**config.mk**
```make
export PLATFORM = sky130hd
export DESIGN_NAME = gregorian_date_calendar_unit
export DESIGN_NICKNAME = d
export VERILOG_FILES = /design/src/hw/rtl/gdc_pkg.sv /design/src/hw/rtl/gdc_ctrl.sv /design/src/hw/rtl/gdc_datapath.sv /design/src/hw/rtl/gregorian_date_calendar_unit.sv
export SDC_FILE = /design/constraint.sdc
export NUM_CORES = 1
export LEC_CHECK = 0
export ABC_AREA = 1
export BUFFER_PORTS_ARGS = -buffer_cell sky130_fd_sc_hd__buf_2
export CORE_UTILIZATION = 40
export DETAILED_ROUTE_END_ITERATION = 8
export SLEW_MARGIN = 0
export SYNTH_ARGS = -nofsm -noshare
export SYNTH_HDL_FRONTEND = slang
export SYNTH_SLANG_ARGS = --single-unit
```
**constraint.sdc**
```tcl
create_clock -name clk -period 8.34 [get_ports clk]
set_clock_uncertainty 0.2 [all_clocks]
set_input_delay 0.834 -clock clk [delete_from_list [all_inputs] [get_ports clk]]
set_output_delay 0.834 -clock clk [all_outputs]
set_load 0.005 [all_outputs]
```
**src/hw/rtl/gdc_pkg.sv**
```systemverilog
// ----------------------------------------------------------------------------
// gdc_pkg
// Types, constants and calendar helper functions shared by the Gregorian
// date calendar unit.
// ----------------------------------------------------------------------------
package gdc_pkg;

  localparam int DAY_W    = 5;
  localparam int MONTH_W  = 4;
  localparam int YEAR_W   = 14;
  localparam int OFFSET_W = 16;
  localparam int ORD_W    = 9;
  localparam int CFG_W    = 14;
  localparam int CFG_IDX_W = 2;

  localparam logic [CFG_IDX_W-1:0] CFG_START_DAY   = 2'd0;
  localparam logic [CFG_IDX_W-1:0] CFG_START_MONTH = 2'd1;
  localparam logic [CFG_IDX_W-1:0] CFG_START_YEAR  = 2'd2;

  localparam logic [DAY_W-1:0]   RESET_DAY   = 5'd1;
  localparam logic [MONTH_W-1:0] RESET_MONTH = 4'd1;
  localparam logic [YEAR_W-1:0]  RESET_YEAR  = 14'd2000;

  localparam logic [MONTH_W-1:0] MONTH_JAN  = 4'd1;
  localparam logic [MONTH_W-1:0] MONTH_FEB  = 4'd2;
  localparam logic [MONTH_W:0]   MONTH_LAST = 5'd12;

  localparam logic [DAY_W-1:0] DAYS_LONG_MONTH = 5'd31;
  localparam logic [DAY_W-1:0] DAYS_LEAP_FEB   = 5'd29;

  // Reciprocal of 25 scaled by 2^20, rounded up; exact for 14-bit years.
  localparam logic [15:0] RECIP_25 = 16'd41944;
  localparam int RECIP_SHIFT = 20;

  localparam logic [DAY_W-1:0] MONTH_LEN [12] = '{
    5'd31, 5'd28, 5'd31, 5'd30, 5'd31, 5'd30,
    5'd31, 5'd31, 5'd30, 5'd31, 5'd30, 5'd31
  };

  // Days before the first of each month in a common year. Months above
  // twelve count as 31 days long, so the sums keep going past December.
  localparam logic [ORD_W-1:0] CUM_DAYS [16] = '{
    9'd0,   9'd0,   9'd31,  9'd59,  9'd90,  9'd120, 9'd151, 9'd181,
    9'd212, 9'd243, 9'd273, 9'd304, 9'd334, 9'd365, 9'd396, 9'd427
  };

  typedef enum logic [2:0] {
    ST_IDLE,
    ST_SETTLE,
    ST_STEP,
    ST_COMMIT,
    ST_ORD_WAIT,
    ST_RESULT
  } state_t;

  typedef struct packed {
    logic                req_type;
    logic [OFFSET_W-1:0] days_offset;
    logic [DAY_W-1:0]    cmp_day;
    logic [MONTH_W-1:0]  cmp_month;
    logic [YEAR_W-1:0]   cmp_year;
  } req_t;

  typedef struct packed {
    logic [DAY_W-1:0]   res_day;
    logic [MONTH_W-1:0] res_month;
    logic [YEAR_W-1:0]  res_year;
    logic [ORD_W-1:0]   day_of_year;
    logic               is_earlier;
    logic               is_same;
  } rsp_t;

  typedef struct packed {
    logic load;
    logic step;
    logic commit;
    logic emit;
  } dp_cmd_t;

  typedef struct packed {
    logic days_zero;
    logic out_free;
  } dp_status_t;

  // Leap year test: divisible by 4 but not 100, or divisible by 400.
  // Uses 100 = 4 * 25 and 400 = 16 * 25.
  function automatic logic is_leap(input logic [YEAR_W-1:0] y);
    logic [29:0]       prod;
    logic [9:0]        q;
    logic [YEAR_W-1:0] q25;
    logic              div25;
    prod  = 30'(y) * 30'(RECIP_25);
    q     = prod[29:RECIP_SHIFT];
    q25   = {q, 4'b0000} + 14'({q, 3'b000}) + 14'(q);
    div25 = (q25 == y);
    return ((y[1:0] == 2'b00) && !div25) || ((y[3:0] == 4'b0000) && div25);
  endfunction

  function automatic logic [DAY_W-1:0] month_days(input logic [MONTH_W-1:0] m,
                                                  input logic leap);
    logic [MONTH_W-1:0] idx;
    idx = m - 4'd1;
    if ((m == 4'd0) || ({1'b0, m} > MONTH_LAST)) begin
      return DAYS_LONG_MONTH;
    end else if ((m == MONTH_FEB) && leap) begin
      return DAYS_LEAP_FEB;
    end else begin
      return MONTH_LEN[idx];
    end
  endfunction

endpackage

```
**src/hw/rtl/gdc_ctrl.sv**
```systemverilog
// ----------------------------------------------------------------------------
// gdc_ctrl
// Sequencer for the calendar unit: takes a request word, steps the working
// date one day per cycle, commits it and hands the result to the output.
// ----------------------------------------------------------------------------
module gdc_ctrl (
  input  logic                clk,
  input  logic                rst,
  input  logic                req_valid,
  output logic                req_stall,
  input  gdc_pkg::dp_status_t status,
  output gdc_pkg::dp_cmd_t    cmd
);

  gdc_pkg::state_t state;
  gdc_pkg::state_t state_next;

  always_ff @(posedge clk) begin
    if (rst) begin
      state <= gdc_pkg::ST_IDLE;
    end else begin
      state <= state_next;
    end
  end

  always_comb begin
    state_next = state;
    cmd        = '0;
    req_stall  = 1'b1;
    case (state)
      gdc_pkg::ST_IDLE: begin
        req_stall = 1'b0;
        if (req_valid) begin
          cmd.load   = 1'b1;
          state_next = gdc_pkg::ST_SETTLE;
        end
      end
      // The leap flag of the working year is registered during this cycle.
      gdc_pkg::ST_SETTLE: begin
        state_next = gdc_pkg::ST_STEP;
      end
      gdc_pkg::ST_STEP: begin
        if (status.days_zero) begin
          state_next = gdc_pkg::ST_COMMIT;
        end else begin
          cmd.step = 1'b1;
        end
      end
      gdc_pkg::ST_COMMIT: begin
        cmd.commit = 1'b1;
        state_next = gdc_pkg::ST_ORD_WAIT;
      end
      // The leap flag of the stored year catches up with the commit here.
      gdc_pkg::ST_ORD_WAIT: begin
        state_next = gdc_pkg::ST_RESULT;
      end
      gdc_pkg::ST_RESULT: begin
        if (status.out_free) begin
          cmd.emit   = 1'b1;
          state_next = gdc_pkg::ST_IDLE;
        end
      end
      default: begin
        state_next = gdc_pkg::ST_IDLE;
      end
    endcase
  end

endmodule

```
**src/hw/rtl/gdc_datapath.sv**
```systemverilog
// ----------------------------------------------------------------------------
// gdc_datapath
// Stored date, working date with day-by-day increment, leap flags, day of
// year and compare logic, and the output word register.
// ----------------------------------------------------------------------------
module gdc_datapath (
  input  logic                                 clk,
  input  logic                                 rst,
  input  logic                                 cfg_we,
  input  logic [gdc_pkg::CFG_IDX_W-1:0]        cfg_index,
  input  logic [gdc_pkg::CFG_W-1:0]            cfg_data,
  input  gdc_pkg::req_t                        req_word,
  output logic                                 rsp_valid,
  input  logic                                 rsp_stall,
  output gdc_pkg::rsp_t                        rsp_word,
  input  gdc_pkg::dp_cmd_t                     cmd,
  output gdc_pkg::dp_status_t                  status
);

  logic [gdc_pkg::DAY_W-1:0]    cur_day;
  logic [gdc_pkg::MONTH_W-1:0]  cur_month;
  logic [gdc_pkg::YEAR_W-1:0]   cur_year;
  logic                         cur_leap;

  logic [gdc_pkg::DAY_W-1:0]    work_day;
  logic [gdc_pkg::MONTH_W-1:0]  work_month;
  logic [gdc_pkg::YEAR_W-1:0]   work_year;
  logic                         work_leap;
  logic [gdc_pkg::OFFSET_W-1:0] days_left;

  logic                         peek;
  logic [gdc_pkg::DAY_W-1:0]    cmp_day;
  logic [gdc_pkg::MONTH_W-1:0]  cmp_month;
  logic [gdc_pkg::YEAR_W-1:0]   cmp_year;

  logic [gdc_pkg::DAY_W-1:0]    day_next;
  logic [gdc_pkg::MONTH_W-1:0]  month_next;
  logic [gdc_pkg::YEAR_W-1:0]   year_next;
  logic [gdc_pkg::DAY_W:0]      day_inc;
  logic [gdc_pkg::MONTH_W:0]    month_inc;
  logic [gdc_pkg::DAY_W-1:0]    month_len;

  logic [gdc_pkg::ORD_W-1:0]    ordinal;
  logic                         earlier;
  logic                         same;

  // One calendar day forward from the working date.
  always_comb begin
    month_len  = gdc_pkg::month_days(work_month, work_leap);
    day_inc    = {1'b0, work_day} + 6'd1;
    month_inc  = {1'b0, work_month} + 5'd1;
    day_next   = day_inc[gdc_pkg::DAY_W-1:0];
    month_next = work_month;
    year_next  = work_year;
    if (day_inc > {1'b0, month_len}) begin
      day_next = 5'd1;
      if (month_inc > gdc_pkg::MONTH_LAST) begin
        month_next = gdc_pkg::MONTH_JAN;
        year_next  = work_year + 14'd1;
      end else begin
        month_next = month_inc[gdc_pkg::MONTH_W-1:0];
      end
    end
  end

  always_comb begin
    ordinal = gdc_pkg::CUM_DAYS[cur_month] + 9'(cur_day);
    if (cur_leap && (cur_month > gdc_pkg::MONTH_FEB)) begin
      ordinal = ordinal + 9'd1;
    end
    earlier = {cur_year, cur_month, cur_day} < {cmp_year, cmp_month, cmp_day};
    same    = {cur_year, cur_month, cur_day} == {cmp_year, cmp_month, cmp_day};
  end

  always_ff @(posedge clk) begin
    if (rst) begin
      cur_day   <= gdc_pkg::RESET_DAY;
      cur_month <= gdc_pkg::RESET_MONTH;
      cur_year  <= gdc_pkg::RESET_YEAR;
      days_left <= '0;
      rsp_valid <= 1'b0;
    end else begin
      if (cfg_we) begin
        case (cfg_index)
          gdc_pkg::CFG_START_DAY:   cur_day   <= cfg_data[gdc_pkg::DAY_W-1:0];
          gdc_pkg::CFG_START_MONTH: cur_month <= cfg_data[gdc_pkg::MONTH_W-1:0];
          gdc_pkg::CFG_START_YEAR:  cur_year  <= cfg_data[gdc_pkg::YEAR_W-1:0];
          default: begin
          end
        endcase
      end else if (cmd.commit && !peek) begin
        cur_day   <= work_day;
        cur_month <= work_month;
        cur_year  <= work_year;
      end
      if (cmd.load) begin
        days_left <= req_word.days_offset;
      end else if (cmd.step) begin
        days_left <= days_left - 16'd1;
      end
      if (cmd.emit) begin
        rsp_valid <= 1'b1;
      end else if (!rsp_stall) begin
        rsp_valid <= 1'b0;
      end
    end
  end

  always_ff @(posedge clk) begin
    cur_leap  <= gdc_pkg::is_leap(cur_year);
    work_leap <= gdc_pkg::is_leap(work_year);
    if (cmd.load) begin
      work_day   <= cur_day;
      work_month <= cur_month;
      work_year  <= cur_year;
      peek       <= req_word.req_type;
      cmp_day    <= req_word.cmp_day;
      cmp_month  <= req_word.cmp_month;
      cmp_year   <= req_word.cmp_year;
    end else if (cmd.step) begin
      work_day   <= day_next;
      work_month <= month_next;
      work_year  <= year_next;
    end
    if (cmd.emit) begin
      rsp_word.res_day     <= work_day;
      rsp_word.res_month   <= work_month;
      rsp_word.res_year    <= work_year;
      rsp_word.day_of_year <= ordinal;
      rsp_word.is_earlier  <= earlier;
      rsp_word.is_same     <= same;
    end
  end

  assign status.days_zero = (days_left == '0);
  assign status.out_free  = !rsp_valid || !rsp_stall;

endmodule

```
**src/hw/rtl/gregorian_date_calendar_unit.sv**
```systemverilog
// ----------------------------------------------------------------------------
// gregorian_date_calendar_unit
// Gregorian date keeper: adds a day offset to a stored date, optionally
// storing the result, and reports day of year and a date comparison.
// ----------------------------------------------------------------------------
// Usage:
//   The request channel (req_valid, req_stall, req_word) takes one word per
//   item; the response channel (rsp_valid, rsp_stall, rsp_word) returns one
//   word per item, in order. The config port (cfg_we, cfg_index, cfg_data)
//   writes start day, month or year and loads it into the stored date at
//   once; write it only while no item is in flight.
//   An item is stepped one day per clock by a single increment unit; a new
//   request is taken in the cycle after the previous response has been
//   loaded into the output register.
//   While the receiver stalls, the response word holds; the next item still
//   runs and waits in its result state until the output register frees up.
//   Synchronous reset sets the stored date to 1/1/2000, empties the output
//   and returns the sequencer to idle.
// ----------------------------------------------------------------------------
module gregorian_date_calendar_unit (
  input  logic                          clk,
  input  logic                          rst,
  input  logic                          cfg_we,
  input  logic [gdc_pkg::CFG_IDX_W-1:0] cfg_index,
  input  logic [gdc_pkg::CFG_W-1:0]     cfg_data,
  input  logic                          req_valid,
  output logic                          req_stall,
  input  gdc_pkg::req_t                 req_word,
  output logic                          rsp_valid,
  input  logic                          rsp_stall,
  output gdc_pkg::rsp_t                 rsp_word
);

  gdc_pkg::dp_cmd_t    cmd;
  gdc_pkg::dp_status_t status;

  gdc_ctrl u_ctrl (
    .clk       (clk),
    .rst       (rst),
    .req_valid (req_valid),
    .req_stall (req_stall),
    .status    (status),
    .cmd       (cmd)
  );

  gdc_datapath u_datapath (
    .clk       (clk),
    .rst       (rst),
    .cfg_we    (cfg_we),
    .cfg_index (cfg_index),
    .cfg_data  (cfg_data),
    .req_word  (req_word),
    .rsp_valid (rsp_valid),
    .rsp_stall (rsp_stall),
    .rsp_word  (rsp_word),
    .cmd       (cmd),
    .status    (status)
  );

endmodule

```
# After elaboration in Yosys (flattened, before gate mapping)

Memory sizes are Yosys's and may differ from the RTL's.
Cells that the tools add are included.

Flip-flop bits (word level): 126
Memory bits (read-only): 224
Bits of input ports: 61
Output and inout port bits: 36
Word-level logic and storage cells: 140
Memories: 2

Memory list:

| name            | words | width | read ports | clocked after memory_dff | wr ports | RTL line           | source |
|---|---|---|---|---|---|---|---|
| (no name shown) | 16    | 9     | 1          | 0                        | 0        | gdc_datapath.sv:67 | `ordinal = gdc_pkg::CUM_DAYS[cur_month] + 9'(cur_day);` |
| (no name shown) | 16    | 5     | 1          | 0                        | 0        | gdc_pkg.sv:108     | `return MONTH_LEN[idx];` |

Add/sub/neg operators: 11
Multipliers: 2
Magnitude comparators: 7
Equal/unequal tests: 18
Multiplexer cells: 43
Bitwise logic cells: 2
Reduce and logical (&&, ||, !) cells: 34

Operator list:

| cell                                                      | number |
|---|---|
| two-way mux 14 bit                                        | 7 |
| multiplier 14 x 13 -> 27 bit (second input constant)      | 2 |
| two-way mux 5 bit                                         | 10 |
| two-way mux 16 bit                                        | 2 |
| adder 14 x 10 -> 14 bit                                   | 2 |
| adder 14 x 13 -> 14 bit                                   | 2 |
| equality test 14 bit                                      | 2 |
| two-way mux 4 bit                                         | 7 |
| two-way mux 9 bit                                         | 3 |
| equality test 23 bit                                      | 1 |
| less-than comparator 23 bit                               | 1 |
| one-hot mux 3 bit (6 select lines)                        | 1 |
| zero test 16 bit                                          | 1 |
| subtractor 16 x 1 -> 16 bit (second input constant)       | 1 |
| adder 14 x 1 -> 14 bit (second input constant)            | 1 |
| zero test 4 bit                                           | 3 |
| greater-or-equal comparator 5 bit (second input constant) | 2 |
| two-way mux 1 bit                                         | 10 |
| NOT 4 -> 5 bit                                            | 2 |
| adder 9 x 1 -> 9 bit (second input constant)              | 1 |
| adder 9 x 5 -> 9 bit                                      | 1 |
| two-way mux 3 bit                                         | 3 |
| inequality test 2 x 1 -> 1 bit (second input constant)    | 4 |
| AND reduction 2 bit                                       | 4 |
| 21 further kinds                                          | 44 |

# Longest topological paths before layout

Depth after elaboration: 11
Depth in mapped cells: 36
Depth with buffers taken out: 36

# Modules after synthesis

Synthesis repeated with hierarchy kept, for this count alone.

Cell total of the unflattened synthesis: 1,906
Area total of the unflattened synthesis: 15,761.4 um^2

Modules (own cells, without submodules):

| module       | instances | cells an instance | area each (um^2) | seq. area each (um^2) |
|---|---|---|---|---|
| gdc_datapath | 1         | 1,873             | 15,561.2         | 3,273.1 |
| gdc_ctrl     | 1         | 33                | 200.2            | 60.1 |

# Least setup slack after synthesis

No wires, ideal clock.

Path type: register to register
From: reg u_datapath.work_year[11] (netlist bit)
To: reg u_datapath.work_leap
Library setup time: 0.109 ns
Arrival time: 6.559 ns
Data required time: 8.031 ns
Slack: 1.472 ns
Stages on the path, launching flop included: 32
Buffers on the path: 0
Clock period less this slack: 6.868 ns
Cells stage by stage: edfxtp_1 inv_1 fa_1 inv_1 ha_1 inv_1 fa_1 inv_1 fa_1 inv_1 fa_1 inv_1 ha_1 a21oi_1 o21ai_0 a21oi_2 nand2_1 a21oi_1 xor2_1 fa_1 fa_1 nand3b_1 nand2_1 nand2_1 nand3b_1 nand2_1 nor2_1 nand4_1 nor2_1 nand3_1 nand2_1 inv_1

Longest elaborated chain between the ends: 7
Elaborated cells on any way between the ends: 8
Those cells by class: add/sub: 2; mul: 1; eq/ne: 1; reduce/logical: 4

RTL lines:

| item                         | RTL line            | source |
|---|---|---|
| start, declared              | gdc_datapath.sv:27  | `logic [gdc_pkg::YEAR_W-1:0] work_year;` |
| start signal, assigned       | gdc_datapath.sv:115 | `work_year <= cur_year;` |
| start signal, assigned       | gdc_datapath.sv:123 | `work_year <= year_next;` |
| multiplier 14 x 13 -> 27 bit | gdc_pkg.sv:92       | `prod = 30'(y) * 30'(RECIP_25);` |
| adder 14 x 13 -> 14 bit      | gdc_pkg.sv:94       | `q25 = {q, 4'b0000} + 14'({q, 3'b000}) + 14'(q);` |
| adder 14 x 10 -> 14 bit      | gdc_pkg.sv:94       |  |
| equality test 14 bit *       | gdc_pkg.sv:95       | `div25 = (q25 == y);` |
| zero test 1 bit              | gdc_pkg.sv:96       | `return ((y[1:0] == 2'b00) && !div25) \|\| ((y[3:0] == 4'b0000) && div25);` |
| logical AND 1 bit            | gdc_pkg.sv:96       |  |
| logical OR 1 bit *           | gdc_pkg.sv:96       |  |
| end signal, assigned         | gdc_datapath.sv:111 | `work_leap <= gdc_pkg::is_leap(work_year);` |
| end, declared                | gdc_datapath.sv:28  | `logic work_leap;` |

Mark *: on every way between the ends. The rest lies on a longest branch, timed or not.
A chain may end at the register's enable or synchronous reset.

# Final worst setup path

From: reg u_datapath.work_year[12] (netlist bit)
To: reg u_datapath.work_leap

Same word-level chain as after synthesis.

==> results_dict.tcl <==
set metrics [dict create \
    synth.top_cells.by_area "sky130_fd_sc_hd__ha_1 (22%), sky130_fd_sc_hd__fa_1 (18%), sky130_fd_sc_hd__edfxtp_1 (15%), sky130_fd_sc_hd__inv_1 (9.5%), sky130_fd_sc_hd__nand2_1 (7.3%)" \
    cts_post_setup_buffers_inserted 0 \
    route.detailed.wl_per_inst_um 16.0 \
    io-pin-count 97 \
    globalRouteOverflowTotal 0 \
    cts-buffers-inserted 17 \
    cts-htree-levels 4 \
    slew_violations 0 \
    place.detailed.hpwl_um 33800 \
    crit_fanout 10 \
    rsz0062_at_grt "no" \
    yosysSeqAreaShare_pct 21.1 \
    post_synth_edffs 81 \
    grt_pass1_vias 12639 \
    final_wtd_congestion 0.914 \
    reg2reg_slack_ns 0.72 \
    clk_pin_slew_worst_paths_ns 0.07 \
    worst_path_max_delay_cell "sky130_fd_sc_hd__edfxtp_1" \
    reg2reg_depth 30 \
    final_period_minus_worst_setup_slack_ns 7.62 \
    hold_path.class "reg -> reg" \
    fp.coreArea_sq_um 38800 \
    worstSetupEndpointType "register" \
    area.growth.synth_to_final_pct 11.2 \
    synth_largest_area_cell "sky130_fd_sc_hd__ha_1" \
    route.detailed.vias_per_inst 4.98 \
    floorplan.initialDensity_pct 40.7 \
    remaining_drc_errors 0 \
    pin_count_of_the_biggest_net_entering_global_routing 52 \
    clock-root-buffer "sky130_fd_sc_hd__clkbuf_16" \
    slew-limit-headroom_pct 36.9 \
    final_net_count 2460 \
    die_ar_sq_um 40300 \
    hold_path_startpoint "u_datapath.work_day[4]" \
    ant_nets 0 \
    cpMostUsedCell "sky130_fd_sc_hd__inv_1" \
    clkLatencyLatePin_ns 0.43 \
    mostFrequentLayoutCells "sky130_fd_sc_hd__inv_1 (401), sky130_fd_sc_hd__nand2_1 (308), sky130_fd_sc_hd__ha_1 (277)" \
    layout.cells.most_common "sky130_fd_sc_hd__inv_1" \
    worst_path_largest_cell_delay_ns 0.65 \
    hold_viol 0 \
    wire_length_of_the_first_global_routing_pass_um 65600 \
    num_vias 12519 \
    syn_area_sq_um 15800 \
    layout-drive-gt1-share_pct 8.63 \
    drtPass1Iterations 6 \
    tightest_slew_ns 0.946 \
    initialDrtViolationCount 745 \
    holdPathStages 0 \
    fp-row-count 72 \
    detail_route.wirelength_um 40300 \
    post_cts.resized_instances 0 \
    ys.warnings.count 0 \
    hold_end "u_datapath.rsp_word[33]" \
    path_class "reg -> reg" \
    synth_ff_type "sky130_fd_sc_hd__edfxtp_1" \
    antenna_found_initial 2 \
    fmax_mhz 131 \
    cap_violations 0 \
    fillers 3863 \
    r2r-start "u_datapath.work_year[12]" \
    clock_sinks 126 \
    timing.final.crit_share_pct 91.3 \
    synth_top_area_share_pct 22.0 \
    critical_path_required_ns 8.46 \
    globalRouteTotalUtil_pct 20.7 \
    synthesis.area_per_instance_sq_um 8.42 \
    asyncSetResetFlopFracSynth_pct 0 \
    placement.io_buffers 96 \
    floorplan.die.width_um 201 \
    ctsLongestPathBuffers 2 \
    final_setup_violation_count 0 \
    run_status "completed" \
    postCtsHoldBufs 0 \
    fin_setup_tns_ns 0 \
    tritoncts "built" \
    yosys.cell_types.count 47 \
    cp_data_arrival_time_ns 7.74 \
    die_y_um 201 \
    postSynthCellCount 1875 \
    synth.ff_latch_count 126 \
    critical_path.reg2reg.endpoint "u_datapath.work_leap" \
    startpoint_types "register" \
    synth_nets 2354 \
]
layout make-up:
class	count	area, sq um	share of cell area [%]
clock inverter	13	189	1.08
multi-input combinational	1322	10800	61.8
antenna	2	5.00	0.0285
clock buffer	19	433	2.47
timing repair buffer	109	578	3.29
inverter	405	1520	8.66
sequential	126	3330	19.0
tap	518	648	3.69
Yosys cell counts, types with 2 or more instances:
| master | n |
|---|---|
| sky130_fd_sc_hd__ha_1 | 277 |
| sky130_fd_sc_hd__nand3_2 | 3 |
| sky130_fd_sc_hd__nand3b_1 | 8 |
| sky130_fd_sc_hd__nand2b_1 | 2 |
| sky130_fd_sc_hd__or2_2 | 3 |
| sky130_fd_sc_hd__nand4_1 | 16 |
| sky130_fd_sc_hd__nand2_1 | 308 |
| sky130_fd_sc_hd__o21a_1 | 3 |
| sky130_fd_sc_hd__inv_2 | 4 |
| sky130_fd_sc_hd__nand3_1 | 78 |
| sky130_fd_sc_hd__o22ai_1 | 5 |
| sky130_fd_sc_hd__o21bai_1 | 2 |
| sky130_fd_sc_hd__buf_6 | 2 |
| sky130_fd_sc_hd__fa_1 | 141 |
| sky130_fd_sc_hd__o21ai_0 | 99 |
| sky130_fd_sc_hd__nor4_1 | 4 |
| sky130_fd_sc_hd__buf_2 | 8 |
| sky130_fd_sc_hd__xnor2_1 | 29 |
| sky130_fd_sc_hd__a41oi_1 | 2 |
| sky130_fd_sc_hd__nor2_1 | 98 |
| sky130_fd_sc_hd__nor2_2 | 5 |
| sky130_fd_sc_hd__a21oi_2 | 5 |
| sky130_fd_sc_hd__o211ai_1 | 12 |
| sky130_fd_sc_hd__clkbuf_1 | 11 |
| sky130_fd_sc_hd__nor3_1 | 7 |
| sky130_fd_sc_hd__o211ai_2 | 4 |
| sky130_fd_sc_hd__nor3_2 | 2 |
| sky130_fd_sc_hd__xor2_1 | 42 |
| sky130_fd_sc_hd__a21oi_1 | 119 |
| sky130_fd_sc_hd__a31oi_1 | 9 |
| sky130_fd_sc_hd__inv_1 | 401 |
| sky130_fd_sc_hd__o21ai_1 | 23 |
| sky130_fd_sc_hd__dfxtp_1 | 45 |
| sky130_fd_sc_hd__edfxtp_1 | 81 |
| sky130_fd_sc_hd__a21o_1 | 5 |
worst max path at each step:
stage | from | endpoint | slack (ns) | depth (start not counted)
2_1_floorplan | u_datapath.work_year[11] | u_datapath.work_leap | 1.47 | 31
3_3_place_gp | u_datapath.cur_year[13] | u_datapath.cur_leap | 0.76 | 31
3_5_place_dp | u_datapath.work_year[12] | u_datapath.work_leap | 0.72 | 30
4_1_cts | u_datapath.work_year[12] | u_datapath.work_leap | 0.69 | 30
5_1_grt | u_datapath.cur_year[13] | u_datapath.cur_leap | 0.15 | 31
6_report | u_datapath.work_year[12] | u_datapath.work_leap | 0.72 | 30
cell families (layout without fill, tap and decap cells):
kind of cell	after synthesis	count (layout)	share of synthesized area, %
multiplexers	1	1	0.0713
buffers and inverters	427	546	10.3
adder cells (fa/ha/maj)	418	418	39.8
XOR/XNOR	71	71	3.94
other	0	2	0
AND/OR/NAND/NOR	540	540	14.6
flip-flops	126	126	21.1
AO/OA/AOI/OAI	292	292	10.1
state kept, by name, indices dropped and copies added, names as in the netlist:
signal	count
u_datapath.cur_year	14
u_datapath.rsp_valid	1
u_datapath.cur_month	4
u_datapath.days_left	16
u_datapath.peek	1
u_datapath.cmp_month	4
u_datapath.work_leap	1
u_ctrl.state	3
u_datapath.cmp_day	5
u_datapath.cur_leap	1
u_datapath.work_year	14
u_datapath.rsp_word	34
u_datapath.work_month	4
u_datapath.work_day	5
u_datapath.cmp_year	14
u_datapath.cur_day	5
per-layer routing:
metal	vias to the layer above	global-route usage, %	wire [um]
met1	6013	28.5	19100
li1	6262	-	-
met5	-	0	0
met4	0	4.83	584
met3	35	2.65	1520
met2	209	34.5	19200
through the flow:
stage,area (sq um),std cells,util (%),hold slack (ns),setup slack [ns]
floorplan,15800,1875,-,0.221,1.47
global placement,16900,2480,43.6,0.237,0.757
detailed placement,16900,2480,43.6,0.245,0.716
CTS,17500,2512,45.2,0.260,0.693
global route,17500,2514,45.2,0.277,0.149
finish,17500,2514,45.2,0.255,0.723
critical path, delay by kind of cell (launching register included):
family	cells	cell delay (ns)
AO/OA/AOI/OAI	4	0.77
XOR/XNOR	2	0.59
adder cells (fa/ha/maj)	8	3.85
buffers and inverters	7	0.51
flip-flops	1	0.65
AND/OR/NAND/NOR	9	0.95
Power is not shown: default switching activity piles up to over one toggle a cycle in this logic, so the estimate is an artifact.
